--- config.mk ---
export PLATFORM = sky130hd
export DESIGN_NAME = kcr_ram
export DESIGN_NICKNAME = d
export VERILOG_FILES = /design/src/hdl/kcr_ram.sv
export SDC_FILE = /design/constraint.sdc
export NUM_CORES = 2
export LEC_CHECK = 0
export ABC_CLOCK_PERIOD_IN_PS = 6150
export BUFFER_PORTS_ARGS = -buffer_cell sky130_fd_sc_hd__buf_2
export CORE_MARGIN = 2
export CORE_UTILIZATION = 50
export DETAILED_ROUTE_END_ITERATION = 8
export PLACE_DENSITY = 0.67
export RECOVER_POWER = 100
export SYNTH_ARGS = -nofsm -noshare
export SYNTH_HDL_FRONTEND = slang
export SYNTH_SLANG_ARGS = --single-unit
--- constraint.sdc ---
create_clock -name clk_i -period 6.15 [get_ports clk_i]
set_clock_uncertainty 0.1 [all_clocks]
set_input_delay 1.23 -clock clk_i [delete_from_list [all_inputs] [get_ports clk_i]]
set_output_delay 1.23 -clock clk_i [all_outputs]
set_load 0.01 [all_outputs]
--- src/hdl/kcr_ram.sv ---
// ----------------------------------------------------------------------------
// kcr_ram
// Generic single-write, single-read RAM with a registered read port.
// ----------------------------------------------------------------------------
module kcr_ram #(
  parameter int WIDTH = 32,
  parameter int DEPTH = 64
) (
  input  logic                     clk_i,
  input  logic                     we_i,
  input  logic [$clog2(DEPTH)-1:0] waddr_i,
  input  logic [WIDTH-1:0]         wdata_i,
  input  logic [$clog2(DEPTH)-1:0] raddr_i,
  output logic [WIDTH-1:0]         rdata_o
);

  logic [WIDTH-1:0] mem_q [DEPTH];

  // write port and registered read
  always_ff @(posedge clk_i) begin
    if (we_i) begin
      mem_q[waddr_i] <= wdata_i;
    end
    rdata_o <= mem_q[raddr_i];
  end

endmodule

==> impl_metrics.csv <==
group,metric,value,unit
floorplanning,coreArea,156000,µm²
setup_path,crit_required,6.48,ns
sta,worst_pin_slew,3.66,ns
routing,first_pass_iters,5,
clocking,root_buffer,"clkbuf_16",
pwr,power_leakage,27.2,nW
logic_synthesis,ys_seq_elements,2080,
floorplanning,die-width,400,µm
finish,area_growth_syn_to_layout,12.2,%
setup_path,max_stage_delay,2.43,ns
sta,clock.fmax,199,MHz
place,hpwl,108,mm
sta,finalSetupViolations,0,
sta,fin_crit_sh,0.816,
finish,final_cell_mix,"edfxtp_1, mux4_2, clkbuf_16",
routing,drc_errors,0,
place,place_congestion,0.801,
place,portBuffers,77,
min_path,hold_path_end,"rdata_o[8]",
run_status,status,"finished, violations left",
clocking,htreeDepth,4,
sta,drv_slew,3893,
setup_path,path_buf_inv,2,
setup_path,path_common_cell,"clkbuf_1",
logic_synthesis,ys_warn_count,0,
setup_path,r2r_end,"rdata_o[27]",
clocking,cts_setup_buffers,0,
setup_path,cp_top_family,"simple AND/OR/NAND/NOR gates",
setup_path,path_cells,"clkbuf_1 > nor2b_1 > nand2_1 > nor2_1 > clkbuf_1",
sta,rsz0062_at_grt,"no",
setup_path,worstPathArrival,5.35,ns
logic_synthesis,avgSynthCellArea,23.6,µm²
sta,max_slew_margin,-1.44,
routing,vias,36800,
clocking,clock_latency,0.84,ns
logic_synthesis,synth_area_leaders,"edfxtp_1, mux4_2, mux2i_1",
clocking,cts_hold_repair.buffers,0,
floorplanning,start_util,0.503,
clocking,clkSinkCount,2080,
place,dpl_worst_slack,1.44,ns
finish,layout.cells.non_filler,5787,
routing,routedWlPerCell,33.1,µm
routing,totalWireLength,192,mm
min_path,hp-class,"register to register",
setup_path,crit_path_end_kind,"register",
setup_path,worstPathMaxFanout,20,
grt,grt_pass1_vias,36700,
place,dp_cells,5401,
logic_synthesis,synth_top_cell_by_area,"edfxtp_1",
clocking,numCtsBuffers,202,
floorplanning,rows,145,
logic_synthesis,yosysSeqAreaShare,0.791,
clocking,tritoncts,"yes",
setup_path,rr_startpoint,"mem_q[15][27]",
grt,grt_max_degree,123,
routing,vias_per_cell,6.35,
min_path,hold_depth,4,
setup_path,start_kind,"primary input",
grt,gr-usage-all-layers,0.240,
run_status,violations,"capacitance limit, slew limit",
logic_synthesis,synthesis.instances,3324,
grt,grt_antenna_before_repair,18,
logic_synthesis,yosys.cell_types.count,34,
clocking,clk_pin_slew,0.06,ns
sta,setup-tns-final,0,ns
finish,final-seq-area,62100,µm²
grt,grt_overflow,0,
pwr,irDropWorstVdd,246,µV
floorplanning,boundaryPins,78,
setup_path,r2r_cells,4,
clocking,cts_max_path_buffers,3,
logic_synthesis,synth.top_cell.area_share,0.783,
clocking,cts_resized,0,
min_path,hold_path.startpoint,"mem_q[13][8]",
routing,drt_iter0_drc,5409,
sta,setup_slack,1.13,ns
pwr,power_density,334,nW/µm²
sta,hold_violations,0,
routing,ant_nets,0,
floorplanning,dieArea,160000,µm²
setup_path,critPathSlowestCell,"nor2_1",
finish,fillers,11300,
floorplanning,die_h,400,µm
finish,multi_input_area,15600,µm²
setup_path,rrSetupSlack,3.80,ns
setup_path,worstSetupPathType,"primary input to register",
finish,nets,3593,
sta,min_period,5.02,ns
logic_synthesis,syn_nets,3370,
finish,final_common_cell,"edfxtp_1",
finish,drive_gt1_frac,0.250,
logic_synthesis,syn-cell-area,78500,µm²
grt,grt_pass1_wl,272,mm
job,maxCapViolCount,106,
## final cells by class
| cell class | count | area share |
|---|---|---|
| clock inverters | 117 | 0.0134 |
| well taps | 2058 | 0.0292 |
| multi-input cells | 1062 | 0.177 |
| clock buffers | 261 | 0.0619 |
| flip-flops and latches | 2080 | 0.705 |
| diodes | 8 | 0.000227 |
| repair buffers | 201 | 0.0131 |
## report_power, final
part	leakage (nW)	switching [mW]	internal, mW
registers	18.7	0.0695	15.7
logic	5.23	0.836	0.503
clock network	3.22	5.24	7.07
total	27.2	6.14	23.3
## Yosys cell counts, drive strengths merged
master	number
edfxtp	2048
mux4	544
nor2	137
buf	108
mux2i	93
o22ai	84
clkbuf	74
a21oi	62
dfxtp	32
o221ai	27
nand2	26
nor2b	15
a22oi	12
a311oi	8
nand2b	8
nor3	7
nand3	5
nand3b	5
or3b	5
a41o	4
and3	4
o32ai	4
or2	3
or3	3
and2	2
nand4	2
a31oi	1
nand4b	1
## stage by stage
| step | power, mW | util | hold WS [ns] | instance area [µm²] |
|---|---|---|---|---|
| detailed placement | 17.4 | 0.527 | 0.601 | 82200 |
| global route | 30.2 | 0.565 | 0.665 | 88100 |
| global placement | 17.4 | 0.527 | 0.582 | 82200 |
| CTS | 29.6 | 0.569 | 0.618 | 88800 |
| floorplan | 16.8 | - | 0.563 | 78500 |
| finish | 29.4 | 0.565 | 0.628 | 88100 |
## sequential cells by signal (all words and copies together), names as in the netlist
signal / count
mem_q: 2048
rdata_o: 32
## routing by layer
metal,GRT usage,wire [µm],share of wire
met5,0,262,0.0014
met4,0.0760,6310,0.033
met3,0.0539,19000,0.099
met2,0.367,89200,0.47
met1,0.348,77000,0.40
## how the worst max path moves through the flow
stage                     slack, ns      endpoint       start  cells after the start
after floorplan                1.66  mem_q[48][0]  waddr_i[3]                      4
after global placement         1.47   rdata_o[11]  raddr_i[0]                      8
after detailed placement       1.44   rdata_o[11]  raddr_i[0]                      8
after CTS                      2.33   rdata_o[11]  raddr_i[0]                      8
after global routing           1.12  mem_q[8][26]        we_i                      5
final                          1.13   mem_q[8][5]        we_i                      5
## kinds of logic after synthesis
kind of cell           share of synthesized area
AOI/OAI and AO/OA                         0.0167
buffers and inverters                     0.0113
DFF                                        0.791
muxes                                      0.168
and+or+nand+nor                           0.0127
## worst register-to-register path: stages, from the launching register on
cell and delay [ns]:
edfxtp_1 0.36, mux4_2 0.50, mux4_2 0.53, o22ai_1 0.60
nor2_1 0.11
(Power assumes the default switching activity.)
